<file path="src/sv/i2cbm_pkg.sv">
// Shared types and constants for the I2C bit-level master.
`timescale 1ns / 1ps
`default_nettype none
package i2cbm_pkg;

   typedef enum logic [2:0] {
      OP_IDLE  = 3'd0,
      OP_START = 3'd1,
      OP_STOP  = 3'd2,
      OP_WRITE = 3'd3,
      OP_READ  = 3'd4
   } op_type;

   localparam logic [4:0]  STEP_DONE         = 5'd31;
   localparam logic [3:0]  BYTE_BITS         = 4'd8;
   localparam logic [15:0] PHASE_TICKS_RESET = 16'd50;
   localparam int          QUEUE_DEPTH       = 2;

   typedef struct packed {
      logic       is_cmd;
      op_type     op;
      logic [7:0] wdata;
      logic       send_nak;
      logic       sda_in;
   } item_type;

endpackage
`default_nettype wire

</file>
<file path="src/sv/i2cbm_front.sv">
// Front end: accepts request transactions and classifies the command code.
`timescale 1ns / 1ps
`default_nettype none
module i2cbm_front (
   input  wire logic               req_valid,
   output logic                    req_stall,
   input  wire logic [2:0]         req_cmd,
   input  wire logic [7:0]         req_wdata,
   input  wire logic               req_send_nak,
   input  wire logic               req_sda_in,
   input  wire logic               queue_full,
   output logic                    push,
   output i2cbm_pkg::item_type     push_item
);

   always_comb begin
      push_item.wdata    = req_wdata;
      push_item.send_nak = req_send_nak;
      push_item.sda_in   = req_sda_in;
      unique case (req_cmd)
         i2cbm_pkg::OP_START: begin
            push_item.is_cmd = 1'b1;
            push_item.op     = i2cbm_pkg::OP_START;
         end
         i2cbm_pkg::OP_STOP: begin
            push_item.is_cmd = 1'b1;
            push_item.op     = i2cbm_pkg::OP_STOP;
         end
         i2cbm_pkg::OP_WRITE: begin
            push_item.is_cmd = 1'b1;
            push_item.op     = i2cbm_pkg::OP_WRITE;
         end
         i2cbm_pkg::OP_READ: begin
            push_item.is_cmd = 1'b1;
            push_item.op     = i2cbm_pkg::OP_READ;
         end
         default: begin
            push_item.is_cmd = 1'b0;
            push_item.op     = i2cbm_pkg::OP_IDLE;
         end
      endcase
   end

   assign req_stall = queue_full;
   assign push      = req_valid & ~queue_full;

endmodule
`default_nettype wire

</file>
<file path="src/sv/i2cbm_queue.sv">
// Short FIFO of classified transactions between front and back end.
`timescale 1ns / 1ps
`default_nettype none
module i2cbm_queue #(
   parameter int DEPTH = i2cbm_pkg::QUEUE_DEPTH
) (
   input  wire logic                clock,
   input  wire logic                reset,
   input  wire logic                push,
   input  wire i2cbm_pkg::item_type push_item,
   input  wire logic                pop,
   output logic                     full,
   output logic                     not_empty,
   output i2cbm_pkg::item_type      head
);

   localparam int PW = (DEPTH > 1) ? $clog2(DEPTH) : 1;
   localparam int CW = $clog2(DEPTH + 1);
   localparam logic [PW-1:0] LAST = PW'(DEPTH - 1);
   localparam logic [CW-1:0] FULL_COUNT = CW'(DEPTH);

   i2cbm_pkg::item_type slot_ff [DEPTH];
   logic [PW-1:0] wr_ptr_ff, wr_ptr_in;
   logic [PW-1:0] rd_ptr_ff, rd_ptr_in;
   logic [CW-1:0] count_ff, count_in;

   always_comb begin
      wr_ptr_in = wr_ptr_ff;
      rd_ptr_in = rd_ptr_ff;
      count_in  = count_ff;
      if (push) begin
         wr_ptr_in = (wr_ptr_ff == LAST) ? '0 : wr_ptr_ff + 1'b1;
      end
      if (pop) begin
         rd_ptr_in = (rd_ptr_ff == LAST) ? '0 : rd_ptr_ff + 1'b1;
      end
      if (push && !pop) begin
         count_in = count_ff + 1'b1;
      end else if (pop && !push) begin
         count_in = count_ff - 1'b1;
      end
   end

   always_ff @(posedge clock) begin
      if (reset) begin
         wr_ptr_ff <= '0;
         rd_ptr_ff <= '0;
         count_ff  <= '0;
      end else begin
         wr_ptr_ff <= wr_ptr_in;
         rd_ptr_ff <= rd_ptr_in;
         count_ff  <= count_in;
      end
   end

   always_ff @(posedge clock) begin
      if (push) begin
         slot_ff[wr_ptr_ff] <= push_item;
      end
   end

   assign full      = (count_ff == FULL_COUNT);
   assign not_empty = (count_ff != '0);
   assign head      = slot_ff[rd_ptr_ff];

endmodule
`default_nettype wire

</file>
<file path="src/sv/i2cbm_back.sv">
// Back end: bus sequencer, phase timer, shift register and result register.
`timescale 1ns / 1ps
`default_nettype none
module i2cbm_back (
   input  wire logic                clock,
   input  wire logic                reset,
   input  wire logic                csr_we,
   input  wire logic [15:0]         csr_wdata,
   input  wire logic                item_valid,
   input  wire i2cbm_pkg::item_type item,
   output logic                     pop,
   output logic                     rsp_valid,
   input  wire logic                rsp_stall,
   output logic                     rsp_scl_level,
   output logic                     rsp_sda_level,
   output logic                     rsp_sda_release,
   output logic                     rsp_busy_res,
   output logic                     rsp_done_res,
   output logic [7:0]               rsp_rdata,
   output logic                     rsp_ack_bit,
   output logic                     rsp_rejected
);

   typedef struct packed {
      logic rel;
      logic sda;
      logic scl;
   } lines_type;

   function automatic lines_type mk(input logic scl, input logic sda, input logic rel);
      lines_type l;
      l.scl = scl;
      l.sda = sda;
      l.rel = rel;
      return l;
   endfunction

   function automatic lines_type line_levels(input i2cbm_pkg::op_type op,
                                             input logic [4:0] s, input logic b,
                                             input logic nak, input lines_type held);
      lines_type l;
      l = held;
      unique case (op)
         i2cbm_pkg::OP_START: begin
            priority if (s == 5'd0) l = mk(1'b1, 1'b1, 1'b0);
            else if (s == 5'd1)     l = mk(1'b1, 1'b0, 1'b0);
            else                    l = mk(1'b0, 1'b0, 1'b0);
         end
         i2cbm_pkg::OP_STOP: begin
            priority if (s == 5'd0) l = mk(1'b1, 1'b0, 1'b0);
            else if (s == 5'd1)     l = mk(1'b1, 1'b1, 1'b0);
            else                    l = mk(1'b0, 1'b1, 1'b0);
         end
         i2cbm_pkg::OP_WRITE: begin
            priority if (s == 5'd0)          l = mk(1'b0, b, 1'b0);
            else if (s == 5'd1)              l = mk(1'b1, b, 1'b0);
            else if (s == 5'd2)              l = mk(1'b0, b, 1'b0);
            else if (s == 5'd3 || s == 5'd4) l = mk(1'b1, 1'b1, 1'b1);
            else                             l = mk(1'b0, 1'b1, 1'b0);
         end
         i2cbm_pkg::OP_READ: begin
            priority if (s == 5'd0) l = mk(1'b1, 1'b1, 1'b1);
            else if (s == 5'd1)     l = mk(1'b0, 1'b1, 1'b1);
            else if (s == 5'd2)     l = mk(1'b1, nak, 1'b0);
            else if (s == 5'd3)     l = mk(1'b0, nak, 1'b0);
            else                    l = mk(1'b0, 1'b1, 1'b0);
         end
         default: l = held;
      endcase
      return l;
   endfunction

   i2cbm_pkg::op_type op_ff, op_in, op_cur;
   logic [4:0]  step_ff, step_in, step_cur, step_next;
   logic [15:0] tick_ff, tick_in, tick_cur, tick_inc;
   logic [3:0]  bit_ff, bit_in, bit_cur, bit_inc;
   logic [7:0]  shift_ff, shift_in, shift_cur;
   logic        nak_ff, nak_in, nak_cur;
   lines_type   line_ff, line_in, lines;
   logic [7:0]  rdata_ff, rdata_in;
   logic        ack_ff, ack_in;
   logic [15:0] phase_ff;
   logic [15:0] limit;
   logic        advance;
   logic        rej, done, busy;

   logic        rsp_valid_ff, rsp_valid_in;
   lines_type   rsp_lines_ff;
   logic        rsp_busy_ff, rsp_done_ff, rsp_rej_ff;

   assign advance = ~rsp_valid_ff | ~rsp_stall;
   assign pop     = item_valid & advance;
   assign limit   = (phase_ff == '0) ? 16'd1 : phase_ff;

   always_comb begin
      op_cur    = op_ff;
      step_cur  = step_ff;
      tick_cur  = tick_ff;
      bit_cur   = bit_ff;
      shift_cur = shift_ff;
      nak_cur   = nak_ff;
      rej       = 1'b0;
      if (item.is_cmd) begin
         if (op_ff != i2cbm_pkg::OP_IDLE) begin
            rej = 1'b1;
         end else begin
            op_cur    = item.op;
            step_cur  = '0;
            tick_cur  = '0;
            bit_cur   = '0;
            shift_cur = item.wdata;
            nak_cur   = item.send_nak;
         end
      end
      lines    = line_levels(op_cur, step_cur, shift_cur[7], nak_cur, line_ff);
      busy     = (op_cur != i2cbm_pkg::OP_IDLE);
      tick_inc = tick_cur + 16'd1;
      bit_inc  = bit_cur + 4'd1;

      op_in     = op_cur;
      step_in   = step_cur;
      tick_in   = tick_cur;
      bit_in    = bit_cur;
      shift_in  = shift_cur;
      nak_in    = nak_cur;
      line_in   = line_ff;
      rdata_in  = rdata_ff;
      ack_in    = ack_ff;
      done      = 1'b0;
      step_next = i2cbm_pkg::STEP_DONE;

      if (busy) begin
         if (step_cur == i2cbm_pkg::STEP_DONE) begin
            done    = 1'b1;
            line_in = lines;
            op_in   = i2cbm_pkg::OP_IDLE;
            step_in = '0;
            tick_in = '0;
            bit_in  = '0;
         end else if (tick_inc >= limit) begin
            unique case (op_cur)
               i2cbm_pkg::OP_START: begin
                  step_next = (step_cur == 5'd0) ? 5'd1 : i2cbm_pkg::STEP_DONE;
               end
               i2cbm_pkg::OP_STOP: begin
                  step_next = (step_cur < 5'd2) ? step_cur + 5'd1 : i2cbm_pkg::STEP_DONE;
               end
               i2cbm_pkg::OP_WRITE: begin
                  priority if (step_cur <= 5'd1) begin
                     step_next = step_cur + 5'd1;
                  end else if (step_cur == 5'd2) begin
                     shift_in  = {shift_cur[6:0], 1'b0};
                     bit_in    = bit_inc;
                     step_next = (bit_inc >= i2cbm_pkg::BYTE_BITS) ? 5'd3 : 5'd0;
                  end else if (step_cur == 5'd3) begin
                     ack_in    = item.sda_in;
                     step_next = 5'd4;
                  end else begin
                     step_next = i2cbm_pkg::STEP_DONE;
                  end
               end
               i2cbm_pkg::OP_READ: begin
                  priority if (step_cur == 5'd0) begin
                     shift_in  = {shift_cur[6:0], item.sda_in};
                     step_next = 5'd1;
                  end else if (step_cur == 5'd1) begin
                     bit_in = bit_inc;
                     if (bit_inc >= i2cbm_pkg::BYTE_BITS) begin
                        rdata_in  = shift_cur;
                        step_next = 5'd2;
                     end else begin
                        step_next = 5'd0;
                     end
                  end else if (step_cur == 5'd2 || step_cur == 5'd3) begin
                     step_next = step_cur + 5'd1;
                  end else begin
                     step_next = i2cbm_pkg::STEP_DONE;
                  end
               end
               default: step_next = i2cbm_pkg::STEP_DONE;
            endcase
            step_in = step_next;
            tick_in = '0;
         end else begin
            tick_in = tick_inc;
         end
      end

      rsp_valid_in = pop ? 1'b1 : (advance ? 1'b0 : rsp_valid_ff);
   end

   always_ff @(posedge clock) begin
      if (reset) begin
         op_ff        <= i2cbm_pkg::OP_IDLE;
         step_ff      <= '0;
         tick_ff      <= '0;
         bit_ff       <= '0;
         shift_ff     <= '0;
         nak_ff       <= 1'b0;
         line_ff      <= mk(1'b1, 1'b1, 1'b0);
         rdata_ff     <= '0;
         ack_ff       <= 1'b0;
         phase_ff     <= i2cbm_pkg::PHASE_TICKS_RESET;
         rsp_valid_ff <= 1'b0;
      end else begin
         if (pop) begin
            op_ff    <= op_in;
            step_ff  <= step_in;
            tick_ff  <= tick_in;
            bit_ff   <= bit_in;
            shift_ff <= shift_in;
            nak_ff   <= nak_in;
            line_ff  <= line_in;
            rdata_ff <= rdata_in;
            ack_ff   <= ack_in;
         end
         if (csr_we) begin
            phase_ff <= csr_wdata;
         end
         rsp_valid_ff <= rsp_valid_in;
      end
   end

   always_ff @(posedge clock) begin
      if (pop) begin
         rsp_lines_ff <= lines;
         rsp_busy_ff  <= busy;
         rsp_done_ff  <= done;
         rsp_rej_ff   <= rej;
      end
   end

   assign rsp_valid       = rsp_valid_ff;
   assign rsp_scl_level   = rsp_lines_ff.scl;
   assign rsp_sda_level   = rsp_lines_ff.sda;
   assign rsp_sda_release = rsp_lines_ff.rel;
   assign rsp_busy_res    = rsp_busy_ff;
   assign rsp_done_res    = rsp_done_ff;
   assign rsp_rdata       = rdata_ff;
   assign rsp_ack_bit     = ack_ff;
   assign rsp_rejected    = rsp_rej_ff;

   assert property (@(posedge clock) disable iff (reset)
      (rsp_valid_ff && (rsp_done_ff || rsp_rej_ff)) |-> rsp_busy_ff)
      else $error("done or rejected response without busy");

   assert property (@(posedge clock) disable iff (reset)
      (rsp_valid_ff && rsp_lines_ff.rel) |-> rsp_lines_ff.sda)
      else $error("released SDA must report high level");

   assert property (@(posedge clock) disable iff (reset)
      (op_ff == i2cbm_pkg::OP_IDLE) |-> (step_ff == '0 && tick_ff == '0 && bit_ff == '0))
      else $error("idle sequencer holds stale step, tick or bit count");

   assert property (@(posedge clock) disable iff (reset)
      (pop && done) |=> (op_ff == i2cbm_pkg::OP_IDLE))
      else $error("sequencer not idle after done transaction");

   assert property (@(posedge clock) disable iff (reset)
      (rsp_valid_ff && rsp_stall) |=>
         (rsp_valid_ff && $stable(rsp_lines_ff) && $stable(rdata_ff) && $stable(ack_ff)))
      else $error("response register overwritten while stalled");

endmodule
`default_nettype wire

</file>
<file path="src/sv/i2c_bit_level_master.sv">
// Top level of the I2C bit-level master: front end, transaction queue, back end.
//
//  channel  direction  handshake            payload
//  req_     in         req_valid/req_stall  cmd, wdata, send_nak, sda_in
//  rsp_     out        rsp_valid/rsp_stall  scl/sda levels, release, busy, done, rdata, ack, rejected
//  csr_     in         csr_we               phase_ticks (16 bit)
//
// One request transaction per cycle sustained while rsp_stall and req_stall stay low; its response
// passes the queue write, then the sequencer step into the response register.
// Each request yields exactly one response; bus phases last phase_ticks requests.
// Reset is synchronous: sequencer idle, SCL and SDA driven high, phase_ticks 50.
// A stalled response holds the sequencer; the queue absorbs up to QUEUE_DEPTH requests,
// then req_stall rises.
`timescale 1ns / 1ps
`default_nettype none
module i2c_bit_level_master #(
   parameter int QUEUE_DEPTH = i2cbm_pkg::QUEUE_DEPTH
) (
   input  wire logic        clock,
   input  wire logic        reset,
   input  wire logic        csr_we,
   input  wire logic [15:0] csr_wdata,
   input  wire logic        req_valid,
   output logic             req_stall,
   input  wire logic [2:0]  req_cmd,
   input  wire logic [7:0]  req_wdata,
   input  wire logic        req_send_nak,
   input  wire logic        req_sda_in,
   output logic             rsp_valid,
   input  wire logic        rsp_stall,
   output logic             rsp_scl_level,
   output logic             rsp_sda_level,
   output logic             rsp_sda_release,
   output logic             rsp_busy_res,
   output logic             rsp_done_res,
   output logic [7:0]       rsp_rdata,
   output logic             rsp_ack_bit,
   output logic             rsp_rejected
);

   logic                queue_full;
   logic                queue_not_empty;
   logic                push;
   logic                pop;
   i2cbm_pkg::item_type push_item;
   i2cbm_pkg::item_type head;

   i2cbm_front u_front (
      .req_valid    (req_valid),
      .req_stall    (req_stall),
      .req_cmd      (req_cmd),
      .req_wdata    (req_wdata),
      .req_send_nak (req_send_nak),
      .req_sda_in   (req_sda_in),
      .queue_full   (queue_full),
      .push         (push),
      .push_item    (push_item)
   );

   i2cbm_queue #(
      .DEPTH (QUEUE_DEPTH)
   ) u_queue (
      .clock     (clock),
      .reset     (reset),
      .push      (push),
      .push_item (push_item),
      .pop       (pop),
      .full      (queue_full),
      .not_empty (queue_not_empty),
      .head      (head)
   );

   i2cbm_back u_back (
      .clock           (clock),
      .reset           (reset),
      .csr_we          (csr_we),
      .csr_wdata       (csr_wdata),
      .item_valid      (queue_not_empty),
      .item            (head),
      .pop             (pop),
      .rsp_valid       (rsp_valid),
      .rsp_stall       (rsp_stall),
      .rsp_scl_level   (rsp_scl_level),
      .rsp_sda_level   (rsp_sda_level),
      .rsp_sda_release (rsp_sda_release),
      .rsp_busy_res    (rsp_busy_res),
      .rsp_done_res    (rsp_done_res),
      .rsp_rdata       (rsp_rdata),
      .rsp_ack_bit     (rsp_ack_bit),
      .rsp_rejected    (rsp_rejected)
   );

endmodule
`default_nettype wire
</file>
<file path="config.mk">
export PLATFORM = sky130hd
export DESIGN_NAME = i2c_bit_level_master
export DESIGN_NICKNAME = d
export VERILOG_FILES = /design/src/sv/i2cbm_pkg.sv /design/src/sv/i2cbm_front.sv /design/src/sv/i2cbm_queue.sv /design/src/sv/i2cbm_back.sv /design/src/sv/i2c_bit_level_master.sv
export SDC_FILE = /design/constraint.sdc
export NUM_CORES = 1
export LEC_CHECK = 0
export BUFFER_PORTS_ARGS = -buffer_cell sky130_fd_sc_hd__buf_2
export CORE_UTILIZATION = 60
export DETAILED_ROUTE_END_ITERATION = 16
export GPL_ROUTABILITY_DRIVEN = 0
export PLACE_DENSITY_LB_ADDON = 0.12
export SLEW_MARGIN = 0
export SYNTH_ARGS = -nofsm -noshare
export SYNTH_HDL_FRONTEND = slang
export SYNTH_SLANG_ARGS = --single-unit
export TNS_END_PERCENT = 10
</file>
<file path="constraint.sdc">
create_clock -name clock -period 5.1 [get_ports clock]
set_clock_uncertainty 0.2 [all_clocks]
set_input_delay 0.51 -clock clock [delete_from_list [all_inputs] [get_ports clock]]
set_output_delay 0.51 -clock clock [all_outputs]
set_load 0.1 [all_outputs]
</file>
==> run metrics <==
non-filler instance count after layout=approximately 810; final slew viol count=0; Post-Layout Inst Area=around 6400 um2; # nets final=around 730; commonest register cell after synthesis=dfxtp_1; clock transition at the register clock pins on the worst setup and hold paths after CTS=around 0.11 ns; routed length on met1=6580 um; Relative slew margins=between 20% and 30%; root buf cell=clkbuf_8; gr usage total=29.0%; setup repair after global routing missed its margin=false; critical path class=flip-flop to flip-flop; HPWL after detailed placement=roughly 9900 um; number of warnings issued by yosys=0; cell types occupying the most area after synthesis=dfxtp_1, edfxtp_1, mux2i_1; Remaining DRCs=0; Worst Max-Slew Pin Slew=roughly 1.2 ns; first-pass GRT wire length=between 20000 and 25000 um; fmax=~210 MHz; nature of the critical path endpoint=flip-flop; Die Y-Extent=101 um; worst setup margin=~0.44 ns; number of maximum-capacitance constraint violations=0; site row count=35; Total Die Area=around 10000 um2; register area share after synthesis=roughly 41%; clock buffer depth=2; Switching Share=46.6%; power share of the combinational group=a little under half; number of design-rule violations left by the first detailed-router iteration=around 440; final setup violation count=0; total met3 wirelength after detailed routing=between 1000 and 1500 um; routed wire length per instance=17.3 um; Total Negative Setup Slacks=0 ns; fraction of registers with async set or reset after synthesis=0%; sequential share of power=a little over a third; area of the core=approximately 9400 um2; via count of the first global-routing pass=about 4600; met2 routed WL=6130 um; area of the mapped netlist=just under 6000 um2; reported net switching power=approximately 1.4 mW; PostCTS Resize Cnt=0; EDFF count, synth=34; Placed Instance Area=6220 um2; CTS tree=built; number of input and output port buffers inserted=50; class of the tightest hold or removal check=input pin to flip-flop; maximum level of the CTS H-tree=3; total power divided by cell area=between 400 and 500 nW/um2; width of the chip=about 100 um; hold-fix buffers at CTS=0; number of distinct standard cells referenced by the synthesized netlist=83; Inst Count DP=approximately 790; drt total wl=about 14000 um; antenna violations before repair=0; average cell area after synthesis=9.29 um2; fraction of synthesized cell area taken by the top area cell type=between 20% and 30%; total number of vias=just under 5000; worst-case vdd ir drop=around 0.36 mV; largest net degree at the start of global routing=59; Syn Nets=around 700; Clk Latency, worst-skew pair=0.39 ns; internal portion of total power=about 1.6 mW; outcome=finished clean; arrival time worst endpoint=roughly 4.7 ns; number of buffers inserted during clock tree synthesis=9; overflow left after global routing=0; clock network fraction of total power=17.6%; area added between synthesis and finish=9.03%; number of storage elements in the synthesis netlist=roughly 110; remaining number of nets flagged by the antenna check after routing=0; crit share post-route=91.4%; fraction of layout cells with a size suffix above 1=15.2%; highest metal layer with signal wires=met4; I/O pins=51; number of endpoints with negative hold slack in the final report=0; Syn Inst Count=635; CP Data Required Time=~5.2 ns; antenna fix cells=0; Initial Util=a little over three fifths; highest net fanout along the worst path=12; buffers inserted by post-CTS timing repair=0; top cell type by total area after synthesis=dfxtp_1; pre-CTS worst setup slack=about 0.55 ns; static power due to leakage=between 2 and 3 nW; shortest clock period the worst path allows after layout=about 4.7 ns; kind of start point of the critical path=flip-flop; drt first pass iters=5; post-detailed-route via-to-cell ratio=about 6; clock tree sinks=about 110
-- cells in the mapped netlist (all sizes together), types with 3 or more instances --
master,n
and3,5
xnor2,4
buf,11
inv,26
clkbuf,20
a21o,3
mux2,4
nor2b,5
nand4,9
nand3,16
nand2b,5
a211oi,12
nand2,54
and2,7
nor4,6
or3,5
o21a,4
a311oi,3
mux2i,39
nand3b,3
a2111oi,3
a22oi,17
o211ai,9
a21oi,36
dfxtp,71
xor2,14
nor2,82
edfxtp,34
o22ai,3
ha,24
a31oi,15
nor3,9
o21ai,40
-- through the flow --
stage          hold slack [ns]  power, mW  utilization [%]
5_1_grt                 0.0926       3.21             68.7
2_1_floorplan            0.247       2.19                -
4_1_cts                 0.0895       3.02             68.7
3_3_place_gp             0.261       2.47             66.4
3_5_place_dp             0.267       2.49             66.4
6_report                 0.115       3.04             68.7
-- critical path, cell delays in order (launching register included) --
cell	delay [ns]
edfxtp_1	0.48
mux2_2	0.42
nand2_1	0.30
and2_1	0.21
ha_1	0.20
nand2_1	0.10
nor2_1	0.25
nand4_1	0.15
xor2_1	0.16
nor2_1	0.16
ha_1	0.28
nand2_1	0.07
o21a_1	0.12
nand2_1	0.06
o21ai_2	0.43
and2_0	0.45
nor4_1	0.16
a2111oi_2	0.36
-- placed cells by master, fill, tap and decap left out, drive strengths merged, types with 3 or more instances in the layout --
cell type | Yosys | layout
a2111oi | 3 | 3
a211oi | 12 | 12
a21o | 3 | 3
a21oi | 36 | 36
a22oi | 17 | 17
a311oi | 3 | 3
a31oi | 15 | 15
and2 | 7 | 7
and3 | 5 | 5
buf | 11 | 58
clkbuf | 20 | 9
clkinv | 1 | 4
dfxtp | 71 | 71
edfxtp | 34 | 34
ha | 24 | 24
inv | 26 | 29
mux2 | 4 | 4
mux2i | 39 | 39
nand2 | 54 | 54
nand2b | 5 | 5
nand3 | 16 | 16
nand3b | 3 | 3
nand4 | 9 | 9
nor2 | 82 | 82
nor2b | 5 | 5
nor3 | 9 | 9
nor4 | 6 | 6
o211ai | 9 | 9
o21a | 4 | 4
o21ai | 40 | 40
o22ai | 3 | 3
or3 | 5 | 5
xnor2 | 4 | 4
xor2 | 14 | 14
-- metal layers --
metal / global-route usage [%] / vias to the layer above
met5: 0 / -
met4: 11.1 / 0
met3: 5.73 / 23
met2: 43.1 / 213
met1: 41.9 / 2311
li1: - / 2398
-- cell families after synthesis --
kind of cell,Yosys count,synth area share (%)
multiplexers,43,7.65
buffers and inverters,58,4.22
XOR/XNOR,18,2.67
AND/OR/NAND/NOR,217,17.9
adder cells (fa/ha/maj),24,5.09
flip-flops,105,41.4
AO/OA/AOI/OAI,170,21.1
-- registers in the layout, indices dropped and copies added, names as in the netlist, 2 cells and up, named ones only --
register	flops
u_back.line_ff	3
u_back.phase_ff	16
u_back.shift_ff	8
u_back.rsp_rdata	8
u_back.step_ff	5
u_back.op_ff	3
u_queue.count_ff	2
u_queue.slot_ff	28
u_back.bit_ff	4
u_back.tick_ff	16
-- worst paths after layout --
path | from | to | slack (ns) | cells past startpoint
worst max-delay path | u_queue.slot_ff[1][13] | u_back.step_ff[2] | 0.44 | 17
worst max register to register | u_queue.slot_ff[1][13] | u_back.step_ff[2] | 0.44 | 17
worst min-delay path | req_wdata[3] | u_queue.slot_ff[0][5] | 0.11 | 1
worst min register to register | u_back.rsp_valid | u_back.rsp_valid | 0.29 | 2
-- final cells by class --
cell class	count	area, um2
fillers	770	2940
inverters	27	101
multi-input cells	472	3210
repair buffers	58	310
well taps	129	161
flip-flops and latches	105	2440
clock inverters	7	85.1
clock buffers	9	124
-- power by group through the flow --
| stage | combinational (mW) | clock [mW] | sequential (mW) |
|---|---|---|---|
| final | 1.41 | 0.534 | 1.09 |
| after global routing | 1.52 | 0.577 | 1.11 |
| after CTS | 1.38 | 0.547 | 1.09 |
| after detailed placement | 1.38 | 0 | 1.11 |
| after global placement | 1.36 | 0 | 1.11 |
| after floorplan | 0.920 | 0 | 1.27 |
No activity file was read; power rests on OpenSTA's default activity.
